File: src/rtl/enter_exit_event_joiner_top_assert.svh
// ----------------------------------------------------------------------------
// Assertion macros for the enter/exit event joiner
// Shared concurrent assertion forms, clocked on clk_i, disabled in reset.
// ----------------------------------------------------------------------------
`ifndef ENTER_EXIT_EVENT_JOINER_TOP_ASSERT_SVH
`define ENTER_EXIT_EVENT_JOINER_TOP_ASSERT_SVH

// Same-cycle implication.
`define EEJ_ASSERT_IMPLIES(label, ante, cons) \
  label: assert property (@(posedge clk_i) disable iff (!rst_ni) \
    (ante) |-> (cons)) else $error("joiner check failed");

// Next-cycle implication.
`define EEJ_ASSERT_NEXT(label, ante, cons) \
  label: assert property (@(posedge clk_i) disable iff (!rst_ni) \
    (ante) |=> (cons)) else $error("joiner sequencing check failed");

`endif

File: src/rtl/eej_ram.sv
// ----------------------------------------------------------------------------
// eej_ram
// Single-port-write, single-port-read table memory with a registered read port.
// ----------------------------------------------------------------------------
module eej_ram #(
  parameter int Width = 8,
  parameter int Depth = 64
) (
  input  logic                     clk_i,
  input  logic                     we_i,
  input  logic [$clog2(Depth)-1:0] waddr_i,
  input  logic [Width-1:0]         wdata_i,
  input  logic [$clog2(Depth)-1:0] raddr_i,
  output logic [Width-1:0]         rdata_o
);

  logic [Width-1:0] mem_q [Depth];
  logic [Width-1:0] rdata_q;

  always_ff @(posedge clk_i) begin
    if (we_i) begin
      mem_q[waddr_i] <= wdata_i;
    end
    rdata_q <= mem_q[raddr_i];
  end

  assign rdata_o = rdata_q;

endmodule

File: config.mk
export PLATFORM = sky130hd
export DESIGN_NAME = eej_ram
export DESIGN_NICKNAME = d
export VERILOG_FILES = /design/src/rtl/enter_exit_event_joiner_top_assert.svh /design/src/rtl/eej_ram.sv
export SDC_FILE = /design/constraint.sdc
export NUM_CORES = 1
export LEC_CHECK = 0
export BUFFER_PORTS_ARGS = -buffer_cell sky130_fd_sc_hd__buf_2
export CAP_MARGIN = 15
export CORE_UTILIZATION = 45
export CTS_BUF_LIST = sky130_fd_sc_hd__clkbuf_4 sky130_fd_sc_hd__clkbuf_8
export DETAILED_ROUTE_END_ITERATION = 10
export GPL_TIMING_DRIVEN = 1
export PLACE_DENSITY_LB_ADDON = 0.1
export SLEW_MARGIN = 0
export SYNTH_ARGS = -nofsm -noshare
export SYNTH_HDL_FRONTEND = slang
export SYNTH_SLANG_ARGS = --single-unit
File: constraint.sdc
create_clock -name clk_i -period 2.4 [get_ports clk_i]
set_clock_uncertainty 0.1 [all_clocks]
set_input_delay 0.12 -clock clk_i [delete_from_list [all_inputs] [get_ports clk_i]]
set_output_delay 0.12 -clock clk_i [all_outputs]
set_load 0.02 [all_outputs]
==> results.yml, run 1 <==
yosys:
  post-synth-top-area-fraction: 0.762
  ys_ff_latch: 520
  synth_edf_count: 512
  synthArstFlopShare: 0
  synth_area_leaders: "edfxtp_1 (76%), mux4_2 (14%), nor2_1 (1.5%), mux2i_1 (1.1%), dfxtp_1 (0.79%)"
  synthesis.area_mm2: 0.0202
  synth_area_per_cell_um2: 21.5
  syn-num-nets: 962
  synth.largest_area_cell: "edfxtp_1"
  ys_types: 40
  synth_common_cells: "edfxtp_1 (512), mux4_2 (126), nor2_1 (83), mux2i_1 (23), nand2_1 (19)"
  synth-main-ff-cell: "edfxtp_1"
  yosysSeqAreaShare: 0.770
  yosysMostFrequentCell: "edfxtp_1"
  syn-instance-count: 940
  yosys_warnings: 0
worst_setup_path:
  crit_path_end: "rdata_o[0]$_DFF_P_"
  critPathTopFamily: "compound AO/OA/AOI/OAI gates"
  critPathMaxStageDelay_ps: 780
  crit_start: "mem_q[45][0]$_DFFE_PP_"
  cpMaxStageDelayCell: "a221oi_1"
  crit_path_start_kind: "register"
  required_ps: 2780
  cp_max_fo: 1
  cp-end-kind: "register"
  critPathKind: "register to register"
  reg2reg_depth: 4
  r2r_start: "mem_q[45][0]$_DFFE_PP_"
  crit_arrival_ps: 2690
  path_cells: "mux4_2 -> mux2_2 -> a221oi_1 -> o2bb2ai_1"
  path_buf_inv: 0
  r2r_end: "rdata_o[0]$_DFF_P_"
  crit_cells: 4
  r2r_slack_ps: 90
detailed_routing:
  wl_per_cell_um: 26.2
  drt_first_iter_violations: 916
  num_vias: 10100
  drt-total-wl_um: 47500
  drc: 0
  drt-pass1-iter-count: 5
  antenna_left: 0
  vias_per_cell: 5.57
cells_and_area:
  syn_to_final_growth_pct: 17.8
  fillers: 3461
  fin_util: 0.537
  num_antenna_cells: 0
  nets: 1177
  stdcell_area_mm2: 0.0237
  drive_gt1_frac: 0.357
grt:
  grt_use_total: 0.218
  grt_antenna_before_repair: 4
  grt_max_degree: 65
  grt_pass1_vias: 10600
  grt.overflow.total: 0
  grt_pass1_wl_um: 69600
job:
  cap_violations: 0
place:
  port_buffers: 29
  globalplace.congestion: 0.814
  place.detailed.hpwl_um: 30600
  placed_area_mm2: 0.0220
cts:
  hold_buffers: 16
  tritoncts: "built"
  cts_buffer_depth: 3
  clk_latency_ps: 640
  cts_buffers: 84
  clock-root-buffer: "clkbuf_8"
  post_cts.repair.setup_buffers: 0
  path_clk_slew_ps: 70
  cts_resized: 0
  htree_levels: 3
  clock-sinks: 520
min_path:
  hold_path_depth: 4
  hold_class: "input port to register"
timing:
  min_period_ps: 2310
  rsz0062_at_grt: "no"
  period_share: 0.963
  hold_ws_ps: 51.0
  max_slew_margin: 0.409
  max_freq_ghz: 0.433
  fin_setup_tns_ps: 0
  tightest_slew_ps: 887
  slew_violations: 0
  final_hold_viol_count: 0
  finalSetupViolCount: 0
floorplanning:
  die_w_um: 214
  fp.dieH_um: 214
  core-area_mm2: 0.0442
  die_area_mm2: 0.0457
  io_pins: 30
  num_rows: 77
  start_util: 0.456
power_and_ir_drop:
  irDropWorstVdd_uv: 472
  power.density_mw_per_mm2: 779
  power.leakage_uw: 0.00777
run_status:
  status: "finished, final reports clean"
flip-flops by register name (all words and copies together), names as in the netlist:
signal and cells:
rdata_o 8, mem_q 512
report_power, final:
part	switching (µW)	total, µW	internal (µW)
Clock	3330	7340	4010
Sequential	39.4	10100	10100
Combinational	610	1050	445
Total	3980	18500	14500
final cells by class:
cell class | instances | area, µm² | area share
sequential | 520 | 15500 | 0.654
clock inverter | 29 | 145 | 0.00611
clock buffer | 121 | 1470 | 0.0617
multi-input combinational | 369 | 4320 | 0.182
tap | 592 | 741 | 0.0312
timing repair buffer | 180 | 1550 | 0.0651
placed cells by master, fill, tap and decap left out, types with 14 or more instances in the layout:
master         Yosys  layout
edfxtp_1         512     512
mux4_2           126     126
buf_4             13     120
clkbuf_8           0      90
nor2_1            83      83
clkbuf_4           0      32
buf_2             11      26
mux2i_1           23      23
clkinv_1           0      20
nand2_1           19      19
buf_12             2      17
dlygate4sd3_1      0      16
nor2b_1           14      14
logic make-up after synthesis:
group / synth area share
DFF: 0.770
muxes: 0.159
and+or+nand+nor: 0.0339
AOI/OAI and AO/OA: 0.0207
buffers and inverters: 0.0157
tightest hold or removal path: stages:
cell	delay, ps
buf_4	210
o221ai_1	110
o21a_1	200
o41ai_1	80
metal layers:
metal	routed length [µm]	share of wire	vias to the layer above	track usage
met5	22	0.00046	-	0
met4	1220	0.026	4	0.0796
met3	2240	0.047	85	0.0426
met2	23100	0.49	234	0.351
met1	20900	0.44	5390	0.297
li1	-	-	4375	-
worst min-delay path by stage:
stage	start	end
floorplan	wdata_i[0]	mem_q[0][0]$_DFFE_PP_
global placement	raddr_i[5]	rdata_o[2]$_DFF_P_
detailed placement	raddr_i[5]	rdata_o[2]$_DFF_P_
CTS	raddr_i[2]	rdata_o[3]$_DFF_P_
global route	raddr_i[2]	rdata_o[3]$_DFF_P_
finish	raddr_i[2]	rdata_o[3]$_DFF_P_
per-stage QoR:
stage	setup slack, ps	power, µW	std cells
after floorplan	512	10800	940
after global placement	-321	11300	1645
after detailed placement	-321	11300	1645
after CTS	52.6	18700	1811
after global routing	18.0	19200	1811
final	89.3	18500	1811
Note: power is estimated with default switching activity, not from simulation.
==> inputs of run 2 (changes only) <==
--- a/config.mk
+++ b/config.mk
@@ -8,4 +8,6 @@
 export BUFFER_PORTS_ARGS = -buffer_cell sky130_fd_sc_hd__buf_2
 export CAP_MARGIN = 15
+export CELL_PAD_IN_SITES_DETAIL_PLACEMENT = 1
+export CELL_PAD_IN_SITES_GLOBAL_PLACEMENT = 1
 export CORE_UTILIZATION = 45
 export CTS_BUF_LIST = sky130_fd_sc_hd__clkbuf_4 sky130_fd_sc_hd__clkbuf_8
--- a/constraint.sdc
+++ b/constraint.sdc
@@ -3,3 +3,3 @@
 set_input_delay 0.12 -clock clk_i [delete_from_list [all_inputs] [get_ports clk_i]]
 set_output_delay 0.12 -clock clk_i [all_outputs]
-set_load 0.02 [all_outputs]
+set_load 0.005 [all_outputs]
==> results.yml, run 2 (synthesized netlist as in run 1, its figures left out) <==
cts:
  tritoncts: "built"
  cts_buffers: 87
  post_cts.repair.setup_buffers: 0
  cts_buffer_depth: 3
  clock-sinks: 520
  clock-root-buffer: "clkbuf_8"
  clk_latency_ps: 670
  path_clk_slew_ps: 60
  htree_levels: 3
floorplanning:
  num_rows: 77
  start_util: 0.456
  die_w_um: 214
  io_pins: 30
  core-area_mm2: 0.0442
  fp.dieH_um: 214
  die_area_mm2: 0.0457
worst_setup_path:
  reg2reg_depth: 5
  required_ps: 2820
  cpMaxStageDelayCell: "mux4_2"
  crit_arrival_ps: 2660
  critPathKind: "register to register"
  crit_start: "mem_q[25][6]$_DFFE_PP_"
  cp_max_fo: 1
  r2r_start: "mem_q[25][6]$_DFFE_PP_"
  path_cells: "mux4_2 -> mux2_2 -> o221a_2 -> nor3_2 -> o32ai_1"
  cp-end-kind: "register"
  critPathMaxStageDelay_ps: 460
  crit_path_start_kind: "register"
run_status:
  status: "finished, final reports clean"
power_and_ir_drop:
  irDropWorstVdd_uv: 472
  power.density_mw_per_mm2: 809
  power.leakage_uw: 0.00784
min_path:
  hold_path_depth: 1
  hold_class: "input port to register"
  worstHoldStart: "wdata_i[4]"
job:
  cap_violations: 0
detailed_routing:
  wl_per_cell_um: 27.8
  drt-pass1-iter-count: 5
  antenna_left: 0
  drt_first_iter_violations: 799
  num_vias: 10200
  vias_per_cell: 5.60
  drt-total-wl_um: 50800
  drc: 0
cells_and_area:
  drive_gt1_frac: 0.367
  num_antenna_cells: 0
  syn_to_final_growth_pct: 18.2
  layout_common_cells: "edfxtp_1 (512), buf_4 (138), mux4_2 (126), clkbuf_8 (94), nor2_1 (83)"
  layout_commonest_cell: "edfxtp_1"
  top_register: "mem_q"
  largest_reg_flops: 512
  nets: 1183
  fin_util: 0.539
place:
  dp_slack_ps: -278
  place.detailed.hpwl_um: 32700
  globalplace.congestion: 0.800
  port_buffers: 29
timing:
  min_period_ps: 2240
  max_slew_margin: 0.393
  rsz0062_at_grt: "no"
  finalSetupViolCount: 0
  max_freq_ghz: 0.445
  final_hold_viol_count: 0
  tightest_slew_ps: 911
  period_share: 0.935
  slew_violations: 0
  hold_ws_ps: 37.0
  fin_setup_tns_ps: 0
  setup_ws_ps: 155
grt:
  grt_pass1_wl_um: 74400
  grt_pass1_vias: 10900
  grt.overflow.total: 0
  grt_use_total: 0.234
  grt_max_degree: 65
  grt_antenna_before_repair: 1
[run 2: cell count changes in the layout (fill, tap and decap cells not counted), sizes merged]
cell,before,now
clkinv,28,34
bufinv,1,6
clkinvlp,0,3
clkbuf,122,119
buf,163,170
dlygate4sd3,16,12
[run 2: what timing repair did]
item | in CTS | in global routing
endpoints found under the hold margin | 179 | 0
endpoints found under the setup margin | 1 | 0
resized for setup | 1 | 0
hold buffers | 12 | 0
[run 2: worst max-delay path: cells and delay by family, from the launching register on]
| kind | cells | cell delay, ps |
|---|---|---|
| muxes | 2 | 760 |
| AOI/OAI and AO/OA | 2 | 450 |
| and+or+nand+nor | 1 | 410 |
| DFF | 1 | 380 |
[run 2: final timing paths]
kind	end	slack, ps
worst min register to register	rdata_o[2]$_DFF_P_	740
worst min-delay path	mem_q[0][4]$_DFFE_PP_	40
worst max register to register	rdata_o[6]$_DFF_P_	160
worst max-delay path	rdata_o[6]$_DFF_P_	160
[run 2: area by class of cell]
type,count,area [µm²]
multi-input cells,369,4320
clock inverters,43,347
repair buffers,183,1420
flip-flops and latches,520,15500
well taps,592,741
clock buffers,118,1470
fillers,3932,20400
[run 2: where the power goes]
| part | total, µW | switching, µW | internal [µW] | leakage [µW] |
|---|---|---|---|---|
| Clock | 8160 | 3550 | 4620 | 0.000953 |
| Combinational | 1030 | 609 | 422 | 0.00221 |
| Sequential | 10100 | 36.4 | 10100 | 0.00467 |
[run 2: metal layers]
| metal | GRT usage | vias to the layer above | share of wire |
|---|---|---|---|
| li1 | - | 4392 | - |
| met1 | 0.329 | 5491 | 0.45 |
| met2 | 0.367 | 263 | 0.48 |
| met3 | 0.0486 | 73 | 0.047 |
| met4 | 0.0820 | 2 | 0.022 |
| met5 | 0 | - | 0.00018 |
[run 2: metrics by stage]
| step | power (µW) | instance area, µm² | cells |
|---|---|---|---|
| 6_report | 19300 | 23800 | 1825 |
| 2_1_floorplan | 10800 | 20200 | 940 |
| 4_1_cts | 19500 | 23800 | 1825 |
| 3_5_place_dp | 11300 | 21900 | 1652 |
| 5_1_grt | 19900 | 23800 | 1825 |
| 3_3_place_gp | 11300 | 21900 | 1652 |
==> inputs of run 3 (changes only) <==
Settings changed: BUFFER_PORTS_ARGS -buffer_cell sky130_fd_sc_hd__buf_2 to -buffer_cell sky130_fd_sc_hd__buf_4.
==> results.yml, run 3 (synthesized netlist as in run 1, its figures left out) <==
worst_setup_path:
  crit_arrival_ps: 2510
  crit_path_start_kind: "register"
  critPathMaxStageDelay_ps: 480
  reg2reg_depth: 6
  crit_cells: 6
  critPathTopFamily: "multiplexers"
  cpMaxStageDelayCell: "mux4_2"
  path_cells: "mux4_2 -> mux2_2 -> o221a_2 -> nor3_1 -> buf_4 -> o32ai_1"
  critPathKind: "register to register"
  path_buf_inv: 1
  cp_max_fo: 1
  cp-end-kind: "register"
  required_ps: 2820
  r2r_slack_ps: 300
detailed_routing:
  wl_per_cell_um: 27.8
  antenna_left: 0
  num_vias: 10100
  drt-pass1-iter-count: 5
  drt-total-wl_um: 49600
  vias_per_cell: 5.66
  drc: 0
  drt_first_iter_violations: 863
floorplanning:
  start_util: 0.456
  io_pins: 30
  die_w_um: 214
  num_rows: 77
  die_area_mm2: 0.0457
  fp.dieH_um: 214
  core-area_mm2: 0.0442
power_and_ir_drop:
  power.density_mw_per_mm2: 793
  irDropWorstVdd_uv: 408
  power.leakage_uw: 0.00760
timing:
  finalSetupViolCount: 0
  min_period_ps: 2100
  period_share: 0.874
  max_freq_ghz: 0.477
  setup_ws_ps: 303
  slew_violations: 0
  hold_ws_ps: 68.3
  rsz0062_at_grt: "no"
  final_hold_viol_count: 0
  max_slew_margin: 0.495
  tightest_slew_ps: 758
cells_and_area:
  layout_commonest_cell: "edfxtp_1"
  drive_gt1_frac: 0.345
  fin_util: 0.531
  top_register: "mem_q"
  layout_common_cells: "edfxtp_1 (512), mux4_2 (126), buf_4 (126), clkbuf_8 (90), nor2_1 (83)"
  syn_to_final_growth_pct: 16.4
  num_antenna_cells: 0
  largest_reg_flops: 512
  final_cells: 1783
  nets: 1146
place:
  port_buffers: 29
  place.detailed.hpwl_um: 29500
  dp_slack_ps: 25.8
  globalplace.congestion: 0.752
  place_inst: 1615
grt:
  grt_use_total: 0.227
  grt_max_degree: 65
  use_met1: 0.320
  grt_antenna_before_repair: 0
  grt.met2_usage: 0.348
  grt_pass1_vias: 10600
  grt.overflow.total: 0
  grt_pass1_wl_um: 72100
  use_met3: 0.0498
  grt-busiest-layer: "met2"
cts:
  cts_buffers: 86
  cts_resized: 0
  clk_latency_ps: 650
  clock-sinks: 520
  htree_levels: 3
  clock-root-buffer: "clkbuf_8"
  cts_buffer_depth: 3
  tritoncts: "built"
  path_clk_slew_ps: 60
run_status:
  status: "finished, final reports clean"
job:
  cap_violations: 0
min_path:
  hold_path_depth: 4
  hold_class: "input port to register"
-- run 3: timing repair --
action / CTS / global route
hold endpoints to repair: 583 / 0
buffers inserted: 0 / 0
hold buffers: 13 / 0
-- run 3: final cells by class --
cell class              count  area (µm²)
repair buffers            147        1230
flip-flops and latches    520       15500
clock inverters            33         180
fillers                  3925       20700
well taps                 592         741
clock buffers             122        1470
multi-input cells         369        4320
-- run 3: tightest hold or removal path: cells and delay by family --
| family | cells | cell delay [ps] |
|---|---|---|
| buffers and inverters | 2 | 310 |
| and+or+nand+nor | 2 | 200 |
-- run 3: metrics by stage --
| stage | cell area (µm²) | total power [µW] | setup TNS [ps] |
|---|---|---|---|
| final | 23500 | 18600 | 0 |
| after detailed placement | 21700 | 11300 | 0 |
| after global placement | 21700 | 11300 | -11.6 |
| after floorplan | 20200 | 10800 | 0 |
| after global routing | 23500 | 19200 | 0 |
| after CTS | 23500 | 18900 | 0 |
-- run 3: final timing paths --
| check | startpoint | to |
|---|---|---|
| max reg2reg | mem_q[28][6]$_DFFE_PP_ | rdata_o[6]$_DFF_P_ |
| max | mem_q[28][6]$_DFFE_PP_ | rdata_o[6]$_DFF_P_ |
| min | waddr_i[0] | mem_q[55][4]$_DFFE_PP_ |
| min reg2reg | mem_q[31][4]$_DFFE_PP_ | rdata_o[4]$_DFF_P_ |
-- run 3: power breakdown --
part | total [µW] | switching [µW] | internal (µW) | leakage [µW]
Clock | 7510 | 3450 | 4060 | 0.000872
Combinational | 1020 | 598 | 417 | 0.00206
Sequential | 10100 | 36.3 | 10100 | 0.00467
Total | 18600 | 4090 | 14500 | 0.00760
-- run 3: layer usage --
| metal | wire, µm | up-vias |
|---|---|---|
| met5 | 0 | - |
| met4 | 1270 | 0 |
| met3 | 2960 | 77 |
| met2 | 23500 | 335 |
| met1 | 21900 | 5369 |
| li1 | - | 4306 |
